File: config.mk
export PLATFORM = sky130hd
export DESIGN_NAME = hilbert_block_scan_address_generator_unit_flat
export DESIGN_NICKNAME = d
export VERILOG_FILES = /design/src/rtl/hbsag_pkg.sv /design/src/rtl/hbsag_step_if.sv /design/src/rtl/hbsag_addr_if.sv /design/src/rtl/hbsag_curve.sv /design/src/rtl/hilbert_block_scan_address_generator_unit.sv /design/src/flat_wrapper.sv
export SDC_FILE = /design/constraint.sdc
export NUM_CORES = 1
export LEC_CHECK = 0
export BUFFER_PORTS_ARGS = -buffer_cell sky130_fd_sc_hd__buf_2
export CAP_MARGIN = 25
export CORE_MARGIN = 2
export CORE_UTILIZATION = 41
export CTS_CLUSTER_DIAMETER = 100
export DETAILED_ROUTE_END_ITERATION = 10
export PLACE_DENSITY_LB_ADDON = 0.25
export SLEW_MARGIN = 10
export SYNTH_ARGS = -nofsm -noshare
export SYNTH_HDL_FRONTEND = slang
export SYNTH_SLANG_ARGS = --single-unit
File: constraint.sdc
create_clock -name clk -period 23.5 [get_ports clk]
set_clock_uncertainty 0.2 [all_clocks]
set_input_delay 1.175 -clock clk [delete_from_list [all_inputs] [get_ports clk]]
set_output_delay 1.175 -clock clk [all_outputs]
set_load 0.03 [all_outputs]
File: src/rtl/hbsag_pkg.sv
`timescale 1ns / 1ps

package hbsag_pkg;

  localparam int COORD_BITS_DEF = 12;
  localparam int MAX_ORDER_DEF  = 12;

  localparam int BP_BITS     = 4;
  localparam int STATUS_BITS = 2;
  localparam int APB_DATA    = 32;
  localparam int APB_ADDR    = 5;
  localparam int REG_SEL     = 3;

  typedef enum logic [STATUS_BITS-1:0] {
    ST_OK        = 2'd0,
    ST_BAD_POWER = 2'd1,
    ST_DONE      = 2'd2
  } status_t;

  localparam logic [REG_SEL-1:0] REG_IN_WIDTH    = 3'd0;
  localparam logic [REG_SEL-1:0] REG_IN_HEIGHT   = 3'd1;
  localparam logic [REG_SEL-1:0] REG_BLOCK_POWER = 3'd2;
  localparam logic [REG_SEL-1:0] REG_OUT_WIDTH   = 3'd3;
  localparam logic [REG_SEL-1:0] REG_OUT_HEIGHT  = 3'd4;

endpackage

File: src/rtl/hbsag_step_if.sv
`timescale 1ns / 1ps

interface hbsag_step_if;
  logic valid;
  logic ready;
  logic restart;

  modport source (output valid, output restart, input ready);
  modport sink (input valid, input restart, output ready);
endinterface

File: src/rtl/hbsag_addr_if.sv
`timescale 1ns / 1ps

interface hbsag_addr_if #(
  parameter int COORD_BITS = hbsag_pkg::COORD_BITS_DEF
);
  logic                    valid;
  logic                    ready;
  logic [COORD_BITS-1:0]   src_x;
  logic [COORD_BITS-1:0]   src_y;
  logic [COORD_BITS-1:0]   dst_x;
  logic [COORD_BITS-1:0]   dst_y;
  hbsag_pkg::status_t      status;
  logic                    last;

  modport source (output valid, output src_x, output src_y, output dst_x, output dst_y,
                  output status, output last, input ready);
  modport sink (input valid, input src_x, input src_y, input dst_x, input dst_y,
                input status, input last, output ready);
endinterface

File: src/rtl/hbsag_curve.sv
`timescale 1ns / 1ps

module hbsag_curve #(
  parameter int MAX_ORDER = hbsag_pkg::MAX_ORDER_DEF,
  localparam int KW = $clog2(MAX_ORDER + 1)
) (
  input  logic [2*MAX_ORDER-1:0] idx,
  input  logic [KW-1:0]          order,
  output logic [MAX_ORDER-1:0]   x,
  output logic [MAX_ORDER-1:0]   y
);

  logic [MAX_ORDER-1:0] rx;
  logic [MAX_ORDER-1:0] ry;
  logic [MAX_ORDER-1:0] sw;
  logic [MAX_ORDER-1:0] iv;
  logic [MAX_ORDER-1:0] sw_above;
  logic [MAX_ORDER-1:0] iv_above;
  logic [MAX_ORDER-1:0] a;
  logic [MAX_ORDER-1:0] b;

  // per level quadrant digit and the swap / mirror it applies to lower levels
  always_comb begin
    for (int j = 0; j < MAX_ORDER; j++) begin
      rx[j] = idx[2*j+1];
      ry[j] = idx[2*j] ^ idx[2*j+1];
      sw[j] = (j < 32'(order)) && !ry[j];
      iv[j] = sw[j] && rx[j];
    end
  end

  // each output bit sees the combined transform of all levels above it
  always_comb begin
    for (int i = 0; i < MAX_ORDER; i++) begin
      sw_above[i] = ^(sw >> (i + 1));
      iv_above[i] = ^(iv >> (i + 1));
      a[i] = rx[i] ^ iv_above[i];
      b[i] = ry[i] ^ iv_above[i];
      x[i] = sw_above[i] ? b[i] : a[i];
      y[i] = sw_above[i] ? a[i] : b[i];
    end
  end

endmodule

File: src/rtl/hilbert_block_scan_address_generator_unit.sv
`timescale 1ns / 1ps

// hilbert block scan address generator
// in_if: one transfer per pixel step; restart high rewinds the scan to its first pixel
// out_if: one transfer per step with the source pixel (hilbert order inside each
//   block, blocks in row-major order), the raster destination pixel, a status code
//   and a last flag on the final pixel of the scan
// apb port: in_width, in_height, block_power, out_width, out_height at 4*index;
//   written by the user only while no step is in flight; the block does not check
// latency: the result of a step is presented the cycle after its input transfer
// throughput: one step per cycle when not stalled; position update and curve decode
//   are one combinational pass between the scan position and output registers
// reset: dimensions return to 1, block power to 0, scan position to the origin,
//   output register empty
// stall: the output register holds its result while out_if.ready is low, and
//   in_if.ready stays high only while that register is empty or being drained
module hilbert_block_scan_address_generator_unit #(
  parameter int COORD_BITS = hbsag_pkg::COORD_BITS_DEF,
  parameter int MAX_ORDER  = hbsag_pkg::MAX_ORDER_DEF
) (
  input  logic                             clk,
  input  logic                             rst_n,
  hbsag_step_if.sink                       in_if,
  hbsag_addr_if.source                     out_if,
  input  logic                             psel,
  input  logic                             penable,
  input  logic                             pwrite,
  input  logic [hbsag_pkg::APB_ADDR-1:0]   paddr,
  input  logic [hbsag_pkg::APB_DATA-1:0]   pwdata,
  output logic [hbsag_pkg::APB_DATA-1:0]   prdata,
  output logic                             pready
);

  localparam int DW = COORD_BITS + 1;
  localparam int SW = DW + 2;
  localparam int IW = 2 * MAX_ORDER;
  localparam int KW = $clog2(MAX_ORDER + 1);
  localparam int MW = $clog2(DW);
  localparam int HW = (MAX_ORDER > COORD_BITS) ? MAX_ORDER : COORD_BITS;
  localparam int BPW = hbsag_pkg::BP_BITS;

  // configuration registers
  logic [DW-1:0]  in_width_r;
  logic [DW-1:0]  in_height_r;
  logic [BPW-1:0] block_power_r;
  logic [DW-1:0]  out_width_r;
  logic [DW-1:0]  out_height_r;

  logic                                 cfg_wr;
  logic [hbsag_pkg::REG_SEL-1:0]        reg_sel;

  assign pready  = 1'b1;
  assign cfg_wr  = psel && penable && pwrite;
  assign reg_sel = paddr[hbsag_pkg::APB_ADDR-1:2];

  always_ff @(posedge clk) begin
    if (!rst_n) begin
      in_width_r    <= DW'(1);
      in_height_r   <= DW'(1);
      block_power_r <= '0;
      out_width_r   <= DW'(1);
      out_height_r  <= DW'(1);
    end else if (cfg_wr) begin
      case (reg_sel)
        hbsag_pkg::REG_IN_WIDTH:    in_width_r    <= pwdata[DW-1:0];
        hbsag_pkg::REG_IN_HEIGHT:   in_height_r   <= pwdata[DW-1:0];
        hbsag_pkg::REG_BLOCK_POWER: block_power_r <= pwdata[BPW-1:0];
        hbsag_pkg::REG_OUT_WIDTH:   out_width_r   <= pwdata[DW-1:0];
        hbsag_pkg::REG_OUT_HEIGHT:  out_height_r  <= pwdata[DW-1:0];
        default: ;
      endcase
    end
  end

  always_comb begin
    case (reg_sel)
      hbsag_pkg::REG_IN_WIDTH:    prdata = hbsag_pkg::APB_DATA'(in_width_r);
      hbsag_pkg::REG_IN_HEIGHT:   prdata = hbsag_pkg::APB_DATA'(in_height_r);
      hbsag_pkg::REG_BLOCK_POWER: prdata = hbsag_pkg::APB_DATA'(block_power_r);
      hbsag_pkg::REG_OUT_WIDTH:   prdata = hbsag_pkg::APB_DATA'(out_width_r);
      hbsag_pkg::REG_OUT_HEIGHT:  prdata = hbsag_pkg::APB_DATA'(out_height_r);
      default:                    prdata = '0;
    endcase
  end

  // scan position
  logic [COORD_BITS-1:0] origin_x_r, origin_x_nxt;
  logic [COORD_BITS-1:0] origin_y_r, origin_y_nxt;
  logic [IW-1:0]         curve_index_r, curve_index_nxt;
  logic [COORD_BITS-1:0] out_col_r, out_col_nxt;
  logic [COORD_BITS-1:0] out_row_r, out_row_nxt;
  logic                  scan_done_r, scan_done_nxt;

  // output register
  logic                  out_valid_r;
  logic [COORD_BITS-1:0] src_x_r, src_x_nxt;
  logic [COORD_BITS-1:0] src_y_r, src_y_nxt;
  logic [COORD_BITS-1:0] dst_x_r, dst_x_nxt;
  logic [COORD_BITS-1:0] dst_y_r, dst_y_nxt;
  hbsag_pkg::status_t    status_r, status_nxt;
  logic                  last_r, last_nxt;

  logic in_fire;
  assign in_if.ready = !out_valid_r || out_if.ready;
  assign in_fire     = in_if.valid && in_if.ready;

  // clamped dimensions and curve order
  logic [DW-1:0] lim, w, h, ow, oh, n;
  logic [MW-1:0] msb;
  logic [KW-1:0] k0, k;
  logic          bp_nz, bad_power, no_src;
  logic [DW-1:0] side, side_m1;
  logic [IW-1:0] last_idx;

  always_comb begin
    lim = {1'b1, {COORD_BITS{1'b0}}};
    w   = (in_width_r   > lim) ? lim : in_width_r;
    h   = (in_height_r  > lim) ? lim : in_height_r;
    ow  = (out_width_r  > lim) ? lim : out_width_r;
    oh  = (out_height_r > lim) ? lim : out_height_r;
    n   = (w < h) ? w : h;
    msb = '0;
    for (int i = 0; i < DW; i++) begin
      if (n[i]) msb = MW'(i);
    end
    k0        = (32'(msb) > MAX_ORDER) ? KW'(MAX_ORDER) : KW'(msb);
    bp_nz     = block_power_r != '0;
    bad_power = bp_nz && ((32'(block_power_r) > MAX_ORDER) || (n == '0)
                          || (32'(block_power_r) > 32'(msb)));
    no_src    = !bp_nz && (n == '0);
    k         = bp_nz ? KW'(block_power_r) : k0;
    side      = DW'(1) << k;
    side_m1   = side - DW'(1);
    last_idx  = ~({IW{1'b1}} << {k, 1'b0});
  end

  // position after an optional restart
  logic [COORD_BITS-1:0] cur_ox, cur_oy, cur_col, cur_row;
  logic [IW-1:0]         cur_idx;
  logic                  cur_done;

  always_comb begin
    cur_ox   = in_if.restart ? '0 : origin_x_r;
    cur_oy   = in_if.restart ? '0 : origin_y_r;
    cur_idx  = in_if.restart ? '0 : curve_index_r;
    cur_col  = in_if.restart ? '0 : out_col_r;
    cur_row  = in_if.restart ? '0 : out_row_r;
    cur_done = in_if.restart ? 1'b0 : scan_done_r;
  end

  logic [MAX_ORDER-1:0] cx, cy;

  hbsag_curve #(
    .MAX_ORDER (MAX_ORDER)
  ) u_curve (
    .idx   (cur_idx),
    .order (k),
    .x     (cx),
    .y     (cy)
  );

  logic          pos_ok, end_src, end_dst;
  logic [HW-1:0] sx_sum, sy_sum;

  always_comb begin
    pos_ok = !cur_done && (ow != '0) && (oh != '0)
             && (DW'(cur_col) < ow) && (DW'(cur_row) < oh)
             && ((cur_idx >> {k, 1'b0}) == '0)
             && ((cur_ox & side_m1[COORD_BITS-1:0]) == '0)
             && ((cur_oy & side_m1[COORD_BITS-1:0]) == '0)
             && (SW'(cur_ox) + SW'(side) <= SW'(w))
             && (SW'(cur_oy) + SW'(side) <= SW'(h))
             && (bp_nz || ((cur_ox | cur_oy) == '0));

    sx_sum = HW'(cx) + HW'(cur_ox);
    sy_sum = HW'(cy) + HW'(cur_oy);

    origin_x_nxt    = cur_ox;
    origin_y_nxt    = cur_oy;
    curve_index_nxt = cur_idx;
    out_col_nxt     = cur_col;
    out_row_nxt     = cur_row;
    scan_done_nxt   = cur_done;
    end_src         = 1'b0;
    end_dst         = 1'b0;

    src_x_nxt  = '0;
    src_y_nxt  = '0;
    dst_x_nxt  = '0;
    dst_y_nxt  = '0;
    last_nxt   = 1'b0;
    status_nxt = hbsag_pkg::ST_OK;

    if (bad_power) begin
      status_nxt = hbsag_pkg::ST_BAD_POWER;
    end else if (no_src) begin
      status_nxt = hbsag_pkg::ST_DONE;
    end else if (!pos_ok) begin
      status_nxt    = hbsag_pkg::ST_DONE;
      scan_done_nxt = 1'b1;
    end else begin
      src_x_nxt = sx_sum[COORD_BITS-1:0];
      src_y_nxt = sy_sum[COORD_BITS-1:0];
      dst_x_nxt = cur_col;
      dst_y_nxt = cur_row;

      // source walk: next curve index, next block along the row, next block row
      if (cur_idx != last_idx) begin
        curve_index_nxt = cur_idx + IW'(1);
      end else if (!bp_nz) begin
        end_src = 1'b1;
      end else if (SW'(cur_ox) + SW'({side, 1'b0}) <= SW'(w)) begin
        curve_index_nxt = '0;
        origin_x_nxt    = cur_ox + side[COORD_BITS-1:0];
      end else if (SW'(cur_oy) + SW'({side, 1'b0}) <= SW'(h)) begin
        curve_index_nxt = '0;
        origin_x_nxt    = '0;
        origin_y_nxt    = cur_oy + side[COORD_BITS-1:0];
      end else begin
        end_src = 1'b1;
      end

      // raster destination walk
      if (DW'(cur_col) + DW'(1) < ow) begin
        out_col_nxt = cur_col + COORD_BITS'(1);
      end else if (DW'(cur_row) + DW'(1) < oh) begin
        out_col_nxt = '0;
        out_row_nxt = cur_row + COORD_BITS'(1);
      end else begin
        end_dst = 1'b1;
      end

      if (end_src || end_dst) begin
        scan_done_nxt = 1'b1;
        last_nxt      = 1'b1;
      end
    end
  end

  always_ff @(posedge clk) begin
    if (!rst_n) begin
      origin_x_r    <= '0;
      origin_y_r    <= '0;
      curve_index_r <= '0;
      out_col_r     <= '0;
      out_row_r     <= '0;
      scan_done_r   <= 1'b0;
    end else if (in_fire) begin
      origin_x_r    <= origin_x_nxt;
      origin_y_r    <= origin_y_nxt;
      curve_index_r <= curve_index_nxt;
      out_col_r     <= out_col_nxt;
      out_row_r     <= out_row_nxt;
      scan_done_r   <= scan_done_nxt;
    end
  end

  always_ff @(posedge clk) begin
    if (!rst_n) begin
      out_valid_r <= 1'b0;
    end else if (in_fire) begin
      out_valid_r <= 1'b1;
    end else if (out_if.ready) begin
      out_valid_r <= 1'b0;
    end
  end

  always_ff @(posedge clk) begin
    if (in_fire) begin
      src_x_r  <= src_x_nxt;
      src_y_r  <= src_y_nxt;
      dst_x_r  <= dst_x_nxt;
      dst_y_r  <= dst_y_nxt;
      status_r <= status_nxt;
      last_r   <= last_nxt;
    end
  end

  assign out_if.valid  = out_valid_r;
  assign out_if.src_x  = src_x_r;
  assign out_if.src_y  = src_y_r;
  assign out_if.dst_x  = dst_x_r;
  assign out_if.dst_y  = dst_y_r;
  assign out_if.status = status_r;
  assign out_if.last   = last_r;

  // a step that is not a pixel carries no coordinates
  assert property (@(posedge clk) disable iff (!rst_n)
    out_valid_r && (status_r != hbsag_pkg::ST_OK) |->
      (src_x_r == '0) && (src_y_r == '0) && (dst_x_r == '0) && (dst_y_r == '0) && !last_r)
    else $error("non-pixel status with nonzero fields");

  // the final pixel leaves the scan finished
  assert property (@(posedge clk) disable iff (!rst_n)
    in_fire && last_nxt |=> scan_done_r && out_valid_r && last_r)
    else $error("last step did not finish the scan");

  // scan position moves only on an input transfer
  assert property (@(posedge clk) disable iff (!rst_n)
    !in_fire |=> $stable(curve_index_r) && $stable(out_col_r) && $stable(out_row_r)
                 && $stable(scan_done_r))
    else $error("scan position changed without a transfer");

  // a rewind always leaves the scan unfinished unless its first step is last or reports done
  assert property (@(posedge clk) disable iff (!rst_n)
    in_fire && in_if.restart && !last_nxt && (status_nxt != hbsag_pkg::ST_DONE)
      |=> !scan_done_r)
    else $error("restart left the scan finished");

endmodule

File: src/flat_wrapper.sv
// flat-port wrapper written by rule: the top's interface ports become plain ports
module hilbert_block_scan_address_generator_unit_flat 
#(
  parameter int COORD_BITS = hbsag_pkg::COORD_BITS_DEF,
  parameter int MAX_ORDER  = hbsag_pkg::MAX_ORDER_DEF
)
  (clk, rst_n, psel, penable, pwrite, paddr, pwdata, prdata, pready, in_if_valid, in_if_restart, in_if_ready, out_if_valid, out_if_src_x, out_if_src_y, out_if_dst_x, out_if_dst_y, out_if_status, out_if_last, out_if_ready);
  hbsag_step_if in_if_i ();
  hbsag_addr_if #(.COORD_BITS(COORD_BITS)) out_if_i ();
  input  logic clk;
  input  logic rst_n;
  input  logic psel;
  input  logic penable;
  input  logic pwrite;
  input  logic [hbsag_pkg::APB_ADDR-1:0] paddr;
  input  logic [hbsag_pkg::APB_DATA-1:0] pwdata;
  output logic [hbsag_pkg::APB_DATA-1:0] prdata;
  output logic pready;
  input wire logic [$bits(in_if_i.valid)-1:0] in_if_valid;
  input wire logic [$bits(in_if_i.restart)-1:0] in_if_restart;
  output wire logic [$bits(in_if_i.ready)-1:0] in_if_ready;
  output wire logic [$bits(out_if_i.valid)-1:0] out_if_valid;
  output wire logic [$bits(out_if_i.src_x)-1:0] out_if_src_x;
  output wire logic [$bits(out_if_i.src_y)-1:0] out_if_src_y;
  output wire logic [$bits(out_if_i.dst_x)-1:0] out_if_dst_x;
  output wire logic [$bits(out_if_i.dst_y)-1:0] out_if_dst_y;
  output wire logic [$bits(out_if_i.status)-1:0] out_if_status;
  output wire logic [$bits(out_if_i.last)-1:0] out_if_last;
  input wire logic [$bits(out_if_i.ready)-1:0] out_if_ready;
  assign in_if_i.valid = in_if_valid;
  assign in_if_i.restart = in_if_restart;
  assign in_if_ready = in_if_i.ready;
  assign out_if_valid = out_if_i.valid;
  assign out_if_src_x = out_if_i.src_x;
  assign out_if_src_y = out_if_i.src_y;
  assign out_if_dst_x = out_if_i.dst_x;
  assign out_if_dst_y = out_if_i.dst_y;
  assign out_if_status = out_if_i.status;
  assign out_if_last = out_if_i.last;
  assign out_if_i.ready = out_if_ready;
  hilbert_block_scan_address_generator_unit #(.COORD_BITS(COORD_BITS), .MAX_ORDER(MAX_ORDER)) u_core (.clk(clk), .rst_n(rst_n), .in_if(in_if_i), .out_if(out_if_i), .psel(psel), .penable(penable), .pwrite(pwrite), .paddr(paddr), .pwdata(pwdata), .prdata(prdata), .pready(pready));
endmodule
* Yosys cells after proc, flatten, opt, wreduce, memory -nomap -nowiden
Cells that the tools add are included.
Storage, ports and cells: bits in registers 181, bits of input ports 45, output and inout port bits 86, word-level logic and storage cells 300
Cells by class: $add $sub $neg 14, order comparisons 27, eq/ne operators 5, shifts and indexed selects 3, mux-type cells 100, bitwise gates (word level) 39, reductions and logical operators 94
Operator list (number):
- $mux W12 | 28
- $reduce_xor A12 Y1 | 22
- $mux W24 | 8
- $mux W13 | 5
- $pmux W13 S5 | 1
- $le A15 B13 Y1 | 4
- $gt A13 B13 Y1 const B | 4
- $add A12 B12 Y12 | 4
- $mux W1 | 43
- $lt A13 B13 Y1 | 3
- $logic_and A1 B1 Y1 | 37
- $logic_not A12 Y1 | 3
- $xor A1 B1 Y1 | 34
- $add A12 B14 Y15 | 2
- $add A12 B13 Y14 | 2
- $mux W4 | 7
- $add A12 B1 Y13 const B | 2
- $lt A12 B13 Y1 | 2
- $reduce_bool A13 Y1 | 2
- $add A12 B1 Y12 const B | 2
- $add A24 B1 Y24 const B | 1
- $and A12 B12 Y12 | 2
- $logic_not A24 Y1 | 1
- $ne A24 B24 Y1 | 1
- other kinds (26) | 62

* Longest topological paths before layout
depth after elaboration 36, depth in mapped cells 40, mapped depth without buffers 35

* Cells and area by module
From an unflattened synthesis, not the netlist that was laid out.
Second synthesis, totals: cells, all modules 2184, area total of the unflattened synthesis 17415.5 um2
By module, submodules not included:
- hilbert_block_scan_address_generator_unit | times used 1, cells each 2018, area an instance 16119.2 um2, sequential area each 4134.0 um2
- hbsag_curve | times used 1, cells each 166, area an instance 1296.2 um2, sequential area each 0.0 um2

* Worst setup path after synthesis
No wires, ideal clock.
path kind reg-to-reg, start register u_core.in_width_r[12], end register u_core.out_row_r[1], library setup time 0.115 ns, data arrival time 7.837 ns, data required time 23.185 ns, slack 15.348 ns, cell stages (with the launch flop) 38, buffers on the path 4, period minus slack after synthesis 8.152 ns, cell sequence dfxtp_1 > clkbuf_1 > inv_1 > buf_1 > nand2_1 > inv_1 > ha_1 > or3b_1 > o221a_1 > or4_4 > a21oi_4 > o211ai_1 > clkbuf_1 > nor2_1 > ha_1 > inv_1 > fa_1 > nor2b_1 > [... 2 more ...] > o21ai_0 > a21boi_0 > o21ai_0 > a21boi_0 > o21ai_0 > nand2b_1 > a21o_1 > a21oi_1 > xnor2_1 > ha_1 > a2111oi_0 > nand3_1 > a22oi_1 > nand4b_1 > clkbuf_1 > nor3_1 > o21ai_1 > a31o_1
Between the ends: word-level cells in the longest chain between the ends 31, elaborated cells between the ends (all ways) 46, classes of those cells 3 x add/sub; 6 x order compare; 2 x shift; 19 x mux; 2 x bitwise; 14 x reduce/logical
Ends and longest elaborated chain:
- start, declared | RTL line hilbert_block_scan_address_generator_unit.sv:43 | logic [DW-1:0] in_width_r;
- start signal, assigned | RTL line hilbert_block_scan_address_generator_unit.sv:65 | hbsag_pkg::REG_IN_WIDTH: in_width_r <= pwdata[DW-1:0];
- $gt A13 B13 Y1 | RTL line hilbert_block_scan_address_generator_unit.sv:117 | w = (in_width_r > lim) ? lim : in_width_r;
- $mux W13 * | RTL line hilbert_block_scan_address_generator_unit.sv:117
- parallel branches: the longest is 28 deep, another holds $lt A13 B13 Y1
- $mux W12 * | RTL line hilbert_block_scan_address_generator_unit.sv:194 | if (bad_power) begin
- end signal, assigned | RTL line hilbert_block_scan_address_generator_unit.sv:253 | out_row_r <= out_row_nxt;
- end, declared | RTL line hilbert_block_scan_address_generator_unit.sv:91 | logic [COORD_BITS-1:0] out_row_r, out_row_nxt;
Every way passes the cells marked *. A chain may end at the register's enable or synchronous reset.

* Final worst setup path
start register u_core.in_width_r[12], end register u_core.curve_index_r[8]
Between the ends: word-level cells in the longest chain between the ends 31, elaborated cells between the ends (all ways) 57, classes of those cells 5 x add/sub; 8 x order compare; 1 x eq/ne; 3 x shift; 23 x mux; 3 x bitwise; 14 x reduce/logical
Ends and longest elaborated chain:
- $gt A13 B13 Y1 | RTL line hilbert_block_scan_address_generator_unit.sv:117
- $mux W13 * | RTL line hilbert_block_scan_address_generator_unit.sv:117
- parallel branches: the longest is 28 deep, another holds $lt A13 B13 Y1
- $mux W24 * | RTL line hilbert_block_scan_address_generator_unit.sv:194
- end signal, assigned | RTL line hilbert_block_scan_address_generator_unit.sv:251 | curve_index_r <= curve_index_nxt;
- end, declared | RTL line hilbert_block_scan_address_generator_unit.sv:89 | logic [IW-1:0] curve_index_r, curve_index_nxt;
Marks and branches as above.

==> results.cfg <==
[detailed_routing]
wl_per_cell_um = 20.9
first_iter_violations = 1755
drc = 0
vias_per_cell = 5.99
antenna_left = 0
num_vias = 16600
firstDrtPassIters = 6
routed_wl_mm = 58.1

[worst_setup_path]
r2r_cells = 34
cp_max_fo = 16
worst_setup_path_start_kind = register
slowest_stage = a211oi_1
setup.worst_path.class = reg2reg
crit_top_cell = o21ai_0
cp-end-kind = register
required_ns = 23.63
critPathArrivalTime_ns = 10.45
slowest_delay_ns = 0.81

[final_layout]
num_antenna_cells = 0
syn2layout_area_growth_pct = 8.39
fin_nets = 2466
stdcell_area_um2 = 18900
fillers = 4093
layout-drive-gt1-share_pct = 9.40

[timing]
post-route-period-util_pct = 43.9
hold_violations = 0
timing.fmax_mhz = 96.9
slew_headroom_pct = 32.6
finalSetupTns_ns = 0
layout_min_cycle_time_ns = 10.31
rsz0062_at_grt = no
final_max_slew_viol_count = 0
setup_violations = 0
tightest_slew_ns = 1.01

[synth]
syn_avg_cell_area_um2 = 7.93
yosysSeqAreaShare_pct = 23.7
synth-edff-count = 51
async_flop_share_pct = 0
synthCells = 2194
syn_area_um2 = 17400
synthFlopType = dfxtp_1
synth_cell_type_count = 102
ys.warnings.count = 0
ys_ff_latch = 181

[job]
max_cap_violations = 0

[placement]
gp_congestion = 0.957
place_hpwl_mm = 45.3
io_buffers = 89
place_area_um2 = 18300

[power_and_ir_drop]
irDropWorstVdd_mv = 0.0551
p_leak_nw = 8.28
powerDensity_nw_per_um2 = 48.0

[global_route]
antenna_found_initial = 0
grt_pass1_wl_mm = 89.7
grt-ovfl-total = 0
grt_pass1_vias = 15600
track_usage_pct = 26.2
grt_max_degree = 85

[clock_tree]
insertion_delay_ns = 0.48
cts_setup_buffers = 0
htreeDepth = 4
cts_tree = yes
clk_pin_slew_ns = 0.08
clock-sinks = 181
cts_buffer_depth = 2
cts_resized = 0
cts-root-buf = clkbuf_16
cts_inserted_buffers = 17
ctsHoldBuffers = 0

[floorplanning]
initial_core_util_pct = 41.5
dieWidth_um = 210
ioPinCount = 131
fp.dieH_um = 210
core.rowCount = 75
die_area_um2 = 44100
coreArea_um2 = 41900

[min_path]
hp-class = reg2reg
hold_depth = 1

[run_status]
run_status = finished clean
layer usage:
layer | part of all wire [%] | global-route usage [%] | wire (um) | up-vias
li1 | - | - | - | 7996
met1 | 45 | 35.9 | 26200 | 7893
met2 | 45 | 41.3 | 26000 | 632
met3 | 6.8 | 3.95 | 3950 | 100
met4 | 3.3 | 10.6 | 1920 | 0
met5 | 0 | 0 | 0 | -
power breakdown:
group	switching [mW]	internal (mW)	leakage, nW
combinational	0.182	0.0847	6.42
sequential	0.00473	0.329	1.56
clock	0.144	0.161	0.306
final timing paths:
check	start	end	slack, ns
setup / recovery	u_core.in_width_r[12]$_SDFFE_PN0P_	u_core.curve_index_r[8]$_SDFFE_PN0P_	13.19
setup reg to reg	u_core.in_width_r[12]$_SDFFE_PN0P_	u_core.curve_index_r[8]$_SDFFE_PN0P_	13.19
hold reg to reg	u_core.out_row_r[1]$_SDFFE_PN0P_	u_core.out_row_r[1]$_SDFFE_PN0P_	0.27
hold / removal	u_core.out_row_r[1]$_SDFFE_PN0P_	u_core.out_row_r[1]$_SDFFE_PN0P_	0.27
final cells by class:
class	count	area [um^2]	area share (%)
clock buffer	22	517	2.74
clock inverter	10	93.8	0.497
inverter	109	409	2.17
multi-input combinational	1793	12400	65.5
sequential	181	4130	21.9
tap	539	674	3.57
timing repair buffer	120	686	3.63
cells by family after synthesis:
kind of cell	Yosys count	synth area share, %
AND/OR/NAND/NOR	807	22.8
AO/OA/AOI/OAI	571	22.1
buffers and inverters	238	5.76
adder cells (fa/ha/maj)	203	14.8
flip-flops	181	23.7
XOR/XNOR	122	6.62
multiplexers	70	4.10
other	2	0.0431
critical path: cells and delay by family (launching register included):
| kind | cells | cell delay, ns |
|---|---|---|
| flops | 1 | 0.63 |
| fa+ha+maj | 4 | 1.24 |
| buf+inv | 5 | 0.96 |
| simple gates | 9 | 2.50 |
| xor+xnor | 1 | 0.39 |
| compound gates | 15 | 4.21 |
synth_stat cells (13+ instances only):
| library cell | instances | area share, % |
|---|---|---|
| buf_1 | 17 | 0.37 |
| edfxtp_1 | 51 | 8.8 |
| nand4_1 | 27 | 0.97 |
| clkbuf_1 | 73 | 1.6 |
| nand3_1 | 72 | 2.1 |
| o211ai_1 | 18 | 0.78 |
| dfxtp_1 | 130 | 15 |
| nor3_1 | 29 | 0.83 |
| nand2_1 | 245 | 5.3 |
| buf_4 | 22 | 0.95 |
| inv_1 | 106 | 2.3 |
| nor2_1 | 184 | 4.0 |
| buf_2 | 16 | 0.46 |
| a31oi_1 | 15 | 0.54 |
| o21bai_1 | 30 | 1.3 |
| ha_1 | 193 | 14 |
| nand2b_1 | 27 | 0.97 |
| mux2i_1 | 61 | 3.5 |
| xnor2_1 | 87 | 4.4 |
| xor2_1 | 28 | 1.4 |
| o21ai_0 | 91 | 2.6 |
| a22oi_1 | 21 | 0.91 |
| nor4_1 | 25 | 0.90 |
| o22ai_1 | 15 | 0.54 |
| nor2b_1 | 69 | 2.5 |
| a21o_1 | 34 | 1.5 |
| o21a_1 | 21 | 0.91 |
| a21oi_1 | 177 | 5.1 |
| a22o_1 | 13 | 0.65 |
| and3_1 | 57 | 2.0 |
flip-flops by register name (all words and copies together) (netlist names), 13 cells and up:
| name | flops |
|---|---|
| u_core.in_width_r | 13 |
| u_core.out_height_r | 13 |
| u_core.out_width_r | 13 |
| u_core.curve_index_r | 24 |
| u_core.in_height_r | 13 |
metrics by stage:
stage	power, mW	hold WS (ns)	utilization (%)	cells	setup WS [ns]
5_1_grt	0.939	0.316	45.0	2774	12.57
6_report	0.905	0.273	45.0	2774	13.19
3_3_place_gp	0.597	0.252	43.4	2738	13.41
3_5_place_dp	0.602	0.256	43.5	2740	13.42
2_1_floorplan	0.524	0.235	-	2212	15.35
4_1_cts	0.903	0.274	45.0	2772	13.37
placed cells by master (no fill, tap or decap), drive strengths merged, types with 57 or more instances in the layout:
cell type,n
nand2,245
ha,193
nor2,184
a21oi,178
dfxtp,130
buf,118
inv,115
o21ai,95
xnor2,89
nand3,72
nor2b,69
mux2i,62
and3,57
No activity file was read; power rests on OpenSTA's default activity.
